===== config.mk =====
export PLATFORM = sky130hd
export DESIGN_NAME = char_lcd_fifo_bus_driver
export DESIGN_NICKNAME = d
export VERILOG_FILES = /design/src/design/clfb_pkg.sv /design/src/design/clfb_ctrl.sv /design/src/design/clfb_dp.sv /design/src/design/char_lcd_fifo_bus_driver.sv
export SDC_FILE = /design/constraint.sdc
export NUM_CORES = 1
export LEC_CHECK = 0
export BUFFER_PORTS_ARGS = -buffer_cell sky130_fd_sc_hd__buf_2
export CAP_MARGIN = 20
export CORE_MARGIN = 1
export CORE_UTILIZATION = 62
export CTS_BUF_LIST = sky130_fd_sc_hd__clkbuf_16
export CTS_CLUSTER_DIAMETER = 150
export DETAILED_ROUTE_END_ITERATION = 6
export MAX_ROUTING_LAYER = met4
export PLACE_DENSITY = 0.76
export SETUP_SLACK_MARGIN = 0.1
export SLEW_MARGIN = 20
export SYNTH_ARGS = -nofsm -noshare
export SYNTH_HDL_FRONTEND = slang
export SYNTH_SLANG_ARGS = --single-unit

===== constraint.sdc =====
create_clock -name clk -period 10.57 [get_ports clk]
set_clock_uncertainty 0.15 [all_clocks]
set_input_delay 0.5285 -clock clk [delete_from_list [all_inputs] [get_ports clk]]
set_output_delay 0.5285 -clock clk [all_outputs]
set_load 0.1 [all_outputs]

===== src/design/clfb_pkg.sv =====
package clfb_pkg;

  localparam int DEFAULT_FIFO_DEPTH = 32;

  localparam int OP_W     = 3;
  localparam int VAL_W    = 8;
  localparam int COL_W    = 6;
  localparam int KIND_W   = 2;
  localparam int STORED_W = 2;
  localparam int FILL_W   = 5;
  localparam int ENTRY_W  = 9;

  // Request operation codes
  localparam logic [OP_W-1:0] OP_CMD     = 3'd0;
  localparam logic [OP_W-1:0] OP_DATA    = 3'd1;
  localparam logic [OP_W-1:0] OP_LOCATE  = 3'd2;
  localparam logic [OP_W-1:0] OP_DECIMAL = 3'd3;
  localparam logic [OP_W-1:0] OP_TICK    = 3'd4;

  // Result kinds
  localparam logic [KIND_W-1:0] KIND_STATUS = 2'd0;
  localparam logic [KIND_W-1:0] KIND_XFER   = 2'd1;
  localparam logic [KIND_W-1:0] KIND_EMPTY  = 2'd2;

  localparam logic [7:0] ASCII_ZERO  = 8'h30;
  localparam logic [7:0] CURSOR_BASE = 8'h80;

  typedef enum logic [1:0] {
    PUSH_ITEM,
    PUSH_HUND,
    PUSH_TENS,
    PUSH_ONES
  } push_sel_t;

  typedef enum logic [1:0] {
    BUS_NONE,
    BUS_BYTE,
    BUS_HI,
    BUS_LO
  } bus_sel_t;

  typedef struct packed {
    logic              accept;
    logic              push;
    push_sel_t         push_sel;
    logic              pop;
    logic              emit;
    logic [KIND_W-1:0] kind;
    bus_sel_t          bus_sel;
  } clfb_cmd_t;

  typedef struct packed {
    logic [OP_W-1:0] op;
    logic            empty;
    logic            four_bit;
    logic            out_free;
  } clfb_stat_t;

  // ASCII decimal digit of an 8-bit number; tens by reciprocal multiply
  function automatic logic [7:0] dec_digit(logic [7:0] v, push_sel_t sel);
    logic [1:0]  h;
    logic [6:0]  rem;
    logic [13:0] prod;
    logic [3:0]  t;
    logic [3:0]  o;
    logic [3:0]  d;
    h    = (v >= 8'd200) ? 2'd2 : ((v >= 8'd100) ? 2'd1 : 2'd0);
    rem  = 7'(v - (8'(h) * 8'd100));
    prod = 14'(rem) * 14'd103;
    t    = prod[13:10];
    o    = 4'(rem - (7'(t) * 7'd10));
    case (sel)
      PUSH_HUND: d = {2'b00, h};
      PUSH_TENS: d = t;
      default:   d = o;
    endcase
    return ASCII_ZERO + {4'b0000, d};
  endfunction

endpackage


===== src/design/clfb_ctrl.sv =====
module clfb_ctrl
  import clfb_pkg::*;
(
  input  logic       clk,
  input  logic       rst_n,
  input  logic       in_valid,
  output logic       in_stall,
  input  clfb_stat_t stat,
  output clfb_cmd_t  cmd
);

  typedef enum logic [2:0] {
    S_IDLE,
    S_EXEC,
    S_DEC1,
    S_DEC2,
    S_STATUS,
    S_EMPTY,
    S_HI,
    S_LO
  } state_t;

  state_t state_r, state_nxt;

  always_comb begin
    cmd       = '0;
    state_nxt = state_r;
    in_stall  = (state_r != S_IDLE);
    case (state_r)
      S_IDLE: begin
        if (in_valid) begin
          cmd.accept = 1'b1;
          state_nxt  = S_EXEC;
        end
      end
      S_EXEC: begin
        case (stat.op)
          OP_CMD, OP_DATA, OP_LOCATE: begin
            cmd.push     = 1'b1;
            cmd.push_sel = PUSH_ITEM;
            state_nxt    = S_STATUS;
          end
          OP_DECIMAL: begin
            cmd.push     = 1'b1;
            cmd.push_sel = PUSH_HUND;
            state_nxt    = S_DEC1;
          end
          OP_TICK: begin
            if (stat.empty) begin
              state_nxt = S_EMPTY;
            end else begin
              cmd.pop   = 1'b1;
              state_nxt = S_HI;
            end
          end
          default: state_nxt = S_STATUS;
        endcase
      end
      S_DEC1: begin
        cmd.push     = 1'b1;
        cmd.push_sel = PUSH_TENS;
        state_nxt    = S_DEC2;
      end
      S_DEC2: begin
        cmd.push     = 1'b1;
        cmd.push_sel = PUSH_ONES;
        state_nxt    = S_STATUS;
      end
      S_STATUS: begin
        if (stat.out_free) begin
          cmd.emit    = 1'b1;
          cmd.kind    = KIND_STATUS;
          cmd.bus_sel = BUS_NONE;
          state_nxt   = S_IDLE;
        end
      end
      S_EMPTY: begin
        if (stat.out_free) begin
          cmd.emit    = 1'b1;
          cmd.kind    = KIND_EMPTY;
          cmd.bus_sel = BUS_NONE;
          state_nxt   = S_IDLE;
        end
      end
      S_HI: begin
        if (stat.out_free) begin
          cmd.emit    = 1'b1;
          cmd.kind    = KIND_XFER;
          cmd.bus_sel = stat.four_bit ? BUS_HI : BUS_BYTE;
          state_nxt   = stat.four_bit ? S_LO : S_IDLE;
        end
      end
      S_LO: begin
        if (stat.out_free) begin
          cmd.emit    = 1'b1;
          cmd.kind    = KIND_XFER;
          cmd.bus_sel = BUS_LO;
          state_nxt   = S_IDLE;
        end
      end
      default: state_nxt = S_IDLE;
    endcase
  end

  always_ff @(posedge clk) begin
    if (!rst_n) begin
      state_r <= S_IDLE;
    end else begin
      state_r <= state_nxt;
    end
  end

endmodule


===== src/design/clfb_dp.sv =====
module clfb_dp
  import clfb_pkg::*;
#(
  parameter int FIFO_DEPTH = DEFAULT_FIFO_DEPTH
) (
  input  logic                clk,
  input  logic                rst_n,
  input  clfb_cmd_t           cmd,
  output clfb_stat_t          stat,
  input  logic [OP_W-1:0]     in_operation,
  input  logic [VAL_W-1:0]    in_value,
  input  logic [COL_W-1:0]    in_column,
  input  logic                in_row,
  input  logic                cfg_we,
  input  logic                cfg_wdata,
  input  logic                out_stall,
  output logic                out_valid,
  output logic [KIND_W-1:0]   out_kind,
  output logic                out_register_select,
  output logic [VAL_W-1:0]    out_bus_value,
  output logic [STORED_W-1:0] out_entries_stored,
  output logic [FILL_W-1:0]   out_fill_level,
  output logic                out_last
);

  localparam int AW = $clog2(FIFO_DEPTH);
  localparam logic [AW-1:0] LAST_SLOT = AW'(FIFO_DEPTH - 1);
  localparam logic [AW:0]   DEPTH_EXT = (AW + 1)'(FIFO_DEPTH);

  // Request fields held for the duration of the work
  logic [OP_W-1:0]  op_r;
  logic [VAL_W-1:0] val_r;
  logic [COL_W-1:0] col_r;
  logic             row_r;

  logic [AW-1:0]      wr_idx_r, rd_idx_r;
  logic [AW-1:0]      wr_next, rd_next;
  logic [ENTRY_W-1:0] entry_mem_r [FIFO_DEPTH];
  logic [ENTRY_W-1:0] rd_data_r;
  logic [ENTRY_W-1:0] entry;
  logic [6:0]         addr_sum;
  logic               full, empty, do_write;
  logic [STORED_W-1:0] stored_r;
  logic               four_bit_r;

  logic [AW:0]      fill;
  logic [AW+5:0]    fill_ext;

  logic                out_valid_r;
  logic [KIND_W-1:0]   out_kind_r;
  logic                out_rs_r;
  logic [VAL_W-1:0]    out_bus_r;
  logic [STORED_W-1:0] out_stored_r;
  logic [FILL_W-1:0]   out_fill_r;
  logic                out_last_r;
  logic                out_free;
  logic [VAL_W-1:0]    bus_nxt;

  assign wr_next  = (wr_idx_r == LAST_SLOT) ? '0 : wr_idx_r + 1'b1;
  assign rd_next  = (rd_idx_r == LAST_SLOT) ? '0 : rd_idx_r + 1'b1;
  assign full     = (wr_next == rd_idx_r);
  assign empty    = (wr_idx_r == rd_idx_r);
  assign do_write = cmd.push && !full;

  always_comb begin
    fill = {1'b0, wr_idx_r} - {1'b0, rd_idx_r};
    if (wr_idx_r < rd_idx_r) begin
      fill = fill + DEPTH_EXT;
    end
  end
  assign fill_ext = {5'b00000, fill};

  assign addr_sum = 7'(col_r) + {row_r, 6'b000000};

  always_comb begin
    case (cmd.push_sel)
      PUSH_ITEM: begin
        case (op_r)
          OP_DATA:   entry = {1'b1, val_r};
          OP_LOCATE: entry = {1'b0, CURSOR_BASE | {1'b0, addr_sum}};
          default:   entry = {1'b0, val_r};
        endcase
      end
      default: entry = {1'b1, dec_digit(val_r, cmd.push_sel)};
    endcase
  end

  always_comb begin
    case (cmd.bus_sel)
      BUS_BYTE: bus_nxt = rd_data_r[7:0];
      BUS_HI:   bus_nxt = {4'b0000, rd_data_r[7:4]};
      BUS_LO:   bus_nxt = {4'b0000, rd_data_r[3:0]};
      default:  bus_nxt = '0;
    endcase
  end

  assign out_free = !out_valid_r || !out_stall;

  assign stat.op       = op_r;
  assign stat.empty    = empty;
  assign stat.four_bit = four_bit_r;
  assign stat.out_free = out_free;

  // Entry store: one write port, one registered read port
  always_ff @(posedge clk) begin
    if (do_write) begin
      entry_mem_r[wr_next] <= entry;
    end
    if (cmd.pop) begin
      rd_data_r <= entry_mem_r[rd_next];
    end
  end

  always_ff @(posedge clk) begin
    if (cmd.accept) begin
      op_r  <= in_operation;
      val_r <= in_value;
      col_r <= in_column;
      row_r <= in_row;
    end
    if (cmd.accept) begin
      stored_r <= '0;
    end else if (do_write) begin
      stored_r <= stored_r + 1'b1;
    end
    if (cmd.emit) begin
      out_kind_r   <= cmd.kind;
      out_rs_r     <= (cmd.bus_sel != BUS_NONE) ? rd_data_r[8] : 1'b0;
      out_bus_r    <= bus_nxt;
      out_stored_r <= (cmd.kind == KIND_STATUS) ? stored_r : '0;
      out_fill_r   <= fill_ext[4:0];
      out_last_r   <= (cmd.bus_sel != BUS_HI);
    end
  end

  always_ff @(posedge clk) begin
    if (!rst_n) begin
      wr_idx_r    <= '0;
      rd_idx_r    <= '0;
      four_bit_r  <= 1'b1;
      out_valid_r <= 1'b0;
    end else begin
      if (do_write) begin
        wr_idx_r <= wr_next;
      end
      if (cmd.pop) begin
        rd_idx_r <= rd_next;
      end
      if (cfg_we) begin
        four_bit_r <= cfg_wdata;
      end
      if (cmd.emit) begin
        out_valid_r <= 1'b1;
      end else if (!out_stall) begin
        out_valid_r <= 1'b0;
      end
    end
  end

  assign out_valid           = out_valid_r;
  assign out_kind            = out_kind_r;
  assign out_register_select = out_rs_r;
  assign out_bus_value       = out_bus_r;
  assign out_entries_stored  = out_stored_r;
  assign out_fill_level      = out_fill_r;
  assign out_last            = out_last_r;

  a_pop_not_empty: assert property (@(posedge clk) disable iff (!rst_n)
    cmd.pop |-> !empty)
    else $error("pop issued on empty FIFO");

  a_emit_when_free: assert property (@(posedge clk) disable iff (!rst_n)
    cmd.emit |-> out_free)
    else $error("result loaded over an untaken result");

  a_full_push_drops: assert property (@(posedge clk) disable iff (!rst_n)
    (cmd.push && full) |=> $stable(wr_idx_r))
    else $error("write index moved on push into full FIFO");

  a_stored_no_wrap: assert property (@(posedge clk) disable iff (!rst_n)
    !(do_write && stored_r == 2'd3))
    else $error("stored count overflow");

endmodule


===== src/design/char_lcd_fifo_bus_driver.sv =====
// A push request registers its fields, writes the FIFO (hundreds, tens and ones for a
// decimal push) and then loads a status result; a tick pops an entry through the
// registered read port and loads the transfer (high, then low nibble if 4-bit), or
// an empty result on an empty FIFO; a new request waits until the last result loads.
// Reset (rst_n low, synchronous): FIFO empty, 4-bit mode, no result pending;
// entry store contents are not cleared.
module char_lcd_fifo_bus_driver
  import clfb_pkg::*;
#(
  parameter int FIFO_DEPTH = DEFAULT_FIFO_DEPTH
) (
  input  logic                clk,
  input  logic                rst_n,
  // request channel
  input  logic                in_valid,
  output logic                in_stall,
  input  logic [OP_W-1:0]     in_operation,
  input  logic [VAL_W-1:0]    in_value,
  input  logic [COL_W-1:0]    in_column,
  input  logic                in_row,
  // result channel
  output logic                out_valid,
  input  logic                out_stall,
  output logic [KIND_W-1:0]   out_kind,
  output logic                out_register_select,
  output logic [VAL_W-1:0]    out_bus_value,
  output logic [STORED_W-1:0] out_entries_stored,
  output logic [FILL_W-1:0]   out_fill_level,
  output logic                out_last,
  // bus mode register
  input  logic                cfg_we,
  input  logic                cfg_wdata
);

  // Controller steps each request through its FIFO writes, pop and result
  // emission; the datapath owns the entry store, indices and output register.
  clfb_cmd_t  cmd;
  clfb_stat_t stat;

  clfb_ctrl u_ctrl (
    .clk      (clk),
    .rst_n    (rst_n),
    .in_valid (in_valid),
    .in_stall (in_stall),
    .stat     (stat),
    .cmd      (cmd)
  );

  // Output register lets the controller take the next request while a
  // finished result still waits on out_stall.
  clfb_dp #(
    .FIFO_DEPTH (FIFO_DEPTH)
  ) u_dp (
    .clk                 (clk),
    .rst_n               (rst_n),
    .cmd                 (cmd),
    .stat                (stat),
    .in_operation        (in_operation),
    .in_value            (in_value),
    .in_column           (in_column),
    .in_row              (in_row),
    .cfg_we              (cfg_we),
    .cfg_wdata           (cfg_wdata),
    .out_stall           (out_stall),
    .out_valid           (out_valid),
    .out_kind            (out_kind),
    .out_register_select (out_register_select),
    .out_bus_value       (out_bus_value),
    .out_entries_stored  (out_entries_stored),
    .out_fill_level      (out_fill_level),
    .out_last            (out_last)
  );

endmodule

==> flow_summary.json <==
{
  "insertion_delay_ps": 520,
  "start_kind": "register",
  "crit_path_max_fanout": 18,
  "ir_drop_uv": 297,
  "clk_path_buf_depth": 3,
  "syn_area_mm2": 0.0156,
  "finalWorstSetupSlack_ps": 2990,
  "die_h_um": 160,
  "seq_area_frac_synth_pct": 66.7,
  "reg2reg_slack_ps": 2990,
  "synth_cells": 967,
  "overflow": 0,
  "detail-route-antenna-nets": 0,
  "cts_buffers": 35,
  "antenna_found_initial": 1,
  "timing.rr.start": "u_dp.val_r[4]",
  "synthFlopType": "edfxtp_1",
  "cts_resized": 0,
  "track_usage_pct": 26.5,
  "max_freq_ghz": 0.132,
  "rsz0062_at_grt": "false",
  "min_period_over_period_pct": 71.8,
  "drt_first_pass_iters": 5,
  "cts-hold-fix-buffers": 0,
  "dieArea_mm2": 0.0257,
  "reg2reg_depth": 24,
  "max-cap-violations": 0,
  "p_per_area_mw_per_mm2": 334,
  "post_cts_buffers": 0,
  "async_flop_share_pct": 0,
  "route.detailed.drc": 0,
  "dr_total_vias": 8612,
  "synth_edf_count": 334,
  "clockRootBuffer": "clkbuf_16",
  "clkTransAtPathRegs_ps": 60,
  "drive_gt1_share_pct": 17.5,
  "wl_per_cell_um": 23.2,
  "cts_tree": "done",
  "min_from": "in_value[0]",
  "tightest_slew_ps": 1050,
  "critical_path.endpoint_type": "register",
  "ys_seq_elements": 351,
  "core.rowCount": 57,
  "hpwl_um": 20700,
  "core_area_mm2": 0.0245,
  "p_leak_nw": 6.20,
  "cp.arrival_ps": 7780,
  "portBuffers": 44,
  "status": "completed",
  "r2r_end": "u_dp.entry_mem_r[28][3]",
  "grt_max_degree": 62,
  "min_delay_path_depth": 1,
  "yosys_warnings": 0,
  "final_max_slew_viol_count": 0,
  "synthToLayoutAreaGrowth_pct": 11.4,
  "gp_congestion": 0.845,
  "finalSetupViolCount": 0,
  "grt_first_pass_wirelength_um": 49400,
  "hold-path-endpoint": "u_dp.val_r[0]",
  "start_util_pct": 63.6,
  "grt_pass1_vias": 8577,
  "slew_headroom_pct": 29.5,
  "criticalPathCategory": "reg -> reg",
  "required_ps": 10770,
  "htreeDepth": 2,
  "via_per_inst": 6.24,
  "totalWireLength_um": 32000,
  "die_width_um": 160,
  "cts.sinks": 351,
  "drt_iter0_drc": 923,
  "hp-class": "in -> reg",
  "tns_ps": 0,
  "fin_nets": 1120,
  "synth_nets": 1059,
  "finalHoldViolCount": 0,
  "avgSynthCellArea_um2": 16.1,
  "synth_cell_types": 59,
  "period_needed_ps": 7590,
  "num_io_pins": 45,
  "pre_cts_ws_ps": 2700
}
cell usage after synthesis, drive strengths merged (4+ instances only):
master | number | share of area [%]
nand3 | 4 | 0.13
o31ai | 4 | 0.19
nor2 | 28 | 0.80
o22ai | 20 | 0.80
xnor2 | 13 | 0.73
fa | 11 | 1.4
clkbuf | 20 | 0.48
nand2 | 33 | 0.80
mux2i | 86 | 5.5
and3 | 11 | 0.44
nand4 | 4 | 0.16
o211ai | 16 | 0.77
buf | 25 | 1.0
nor3 | 24 | 0.80
xor2 | 6 | 0.39
and2 | 8 | 0.32
a21o | 6 | 0.29
edfxtp | 334 | 64
nor2b | 22 | 0.93
mux4 | 44 | 6.4
a21oi | 19 | 0.61
dfxtp | 17 | 2.2
o21ai | 32 | 1.0
o221ai | 19 | 1.1
inv | 62 | 1.5
ha | 57 | 4.6
nand2b | 6 | 0.24
layer usage:
metal / up-vias / wire (um) / track usage (%) / share of wire, %
li1: 3886 / - / - / -
met1: 4280 / 13600 / 36.8 / 43
met2: 391 / 14700 / 39.3 / 46
met3: 55 / 2620 / 5.66 / 8.2
met4: 0 / 1010 / 9.48 / 3.2
met5: - / 0 / - / 0
cells by family after synthesis:
family	Yosys count	share of synthesized area, %
flip-flops	351	66.7
AND/OR/NAND/NOR	152	5.20
AO/OA/AOI/OAI	138	5.91
multiplexers	131	12.0
buffers and inverters	107	3.00
adder cells (fa/ha/maj)	68	6.00
XOR/XNOR	20	1.26
sequential cells by signal, indices dropped and copies added, names as in the netlist, 2 cells and up:
| register | count |
|---|---|
| u_dp.entry_mem_r | 288 |
| u_dp.rd_data_r | 9 |
| u_dp.out_bus_value | 8 |
| u_dp.val_r | 8 |
| u_dp.col_r | 6 |
| u_dp.out_fill_level | 5 |
| u_dp.rd_idx_r | 5 |
| u_dp.wr_idx_r | 5 |
| u_ctrl.state_r | 3 |
| u_dp.op_r | 3 |
| u_dp.out_entries_stored | 2 |
| u_dp.out_kind | 2 |
| u_dp.stored_r | 2 |
stage by stage:
step                std cells  total power (W)  hold slack [ps]  area, um^2  utilization [%]
floorplan                 967          0.00385              344       15600                -
global placement         1311          0.00453              366       16200             66.3
detailed placement       1312          0.00462              367       16200             66.4
CTS                      1376          0.00576             35.7       17300             70.7
global route             1380          0.00615             41.6       17300             70.9
finish                   1380          0.00580             48.7       17300             70.9
worst max-delay path by stage:
stage | to | cells after the start | startpoint
after floorplan | u_dp.entry_mem_r[0][3] | 23 | u_dp.val_r[4]
after global placement | u_dp.entry_mem_r[28][3] | 23 | u_dp.val_r[4]
after detailed placement | u_dp.entry_mem_r[28][3] | 23 | u_dp.val_r[4]
after CTS | u_dp.entry_mem_r[2][3] | 23 | u_dp.val_r[4]
after global routing | u_dp.entry_mem_r[13][3] | 24 | u_dp.val_r[4]
final | u_dp.entry_mem_r[28][3] | 24 | u_dp.val_r[4]
layout make-up:
type,instances,area [um^2]
antenna,1,2.50
inverter,62,233
multi-input combinational,509,4830
tap,324,405
clock buffer,36,901
clock inverter,28,160
sequential,351,10400
timing repair buffer,69,430
fill,1540,7130
worst max-delay path, cell delays in order, from the launching register on:
cell and delay, ps:
edfxtp_1 460, o31ai_1 390, o21ai_0 270, ha_1 280, fa_1 410, nand2b_1 90, a21oi_1 70, xnor2_1 400
ha_1 340, inv_1 80, fa_1 410, inv_1 90, fa_1 390, ha_1 300, ha_1 360, a21oi_1 230
o21ai_1 100, and4_1 250, or4_1 430, and2_1 190, fa_1 410, xnor2_1 170, xnor3_1 280, o311ai_4 600
buf_8 260
power breakdown:
part	switching (W)	leakage, nW	internal (W)
Combinational	0.00165	2.47	0.000998
Sequential	0.0000447	3.16	0.00196
Clock	0.000494	0.570	0.000644
Total	0.00219	6.20	0.00360
cell usage in the layout (no fill, tap or decap), types with 21 or more instances in the layout:
cell,instances
inv_1,75
edfxtp_1,334
ha_1,57
o21ai_0,28
buf_2,44
clkbuf_16,36
nor2_1,25
mux2i_1,86
buf_4,21
nand2_1,33
mux4_2,44
Note: power is estimated with default switching activity, not from simulation.
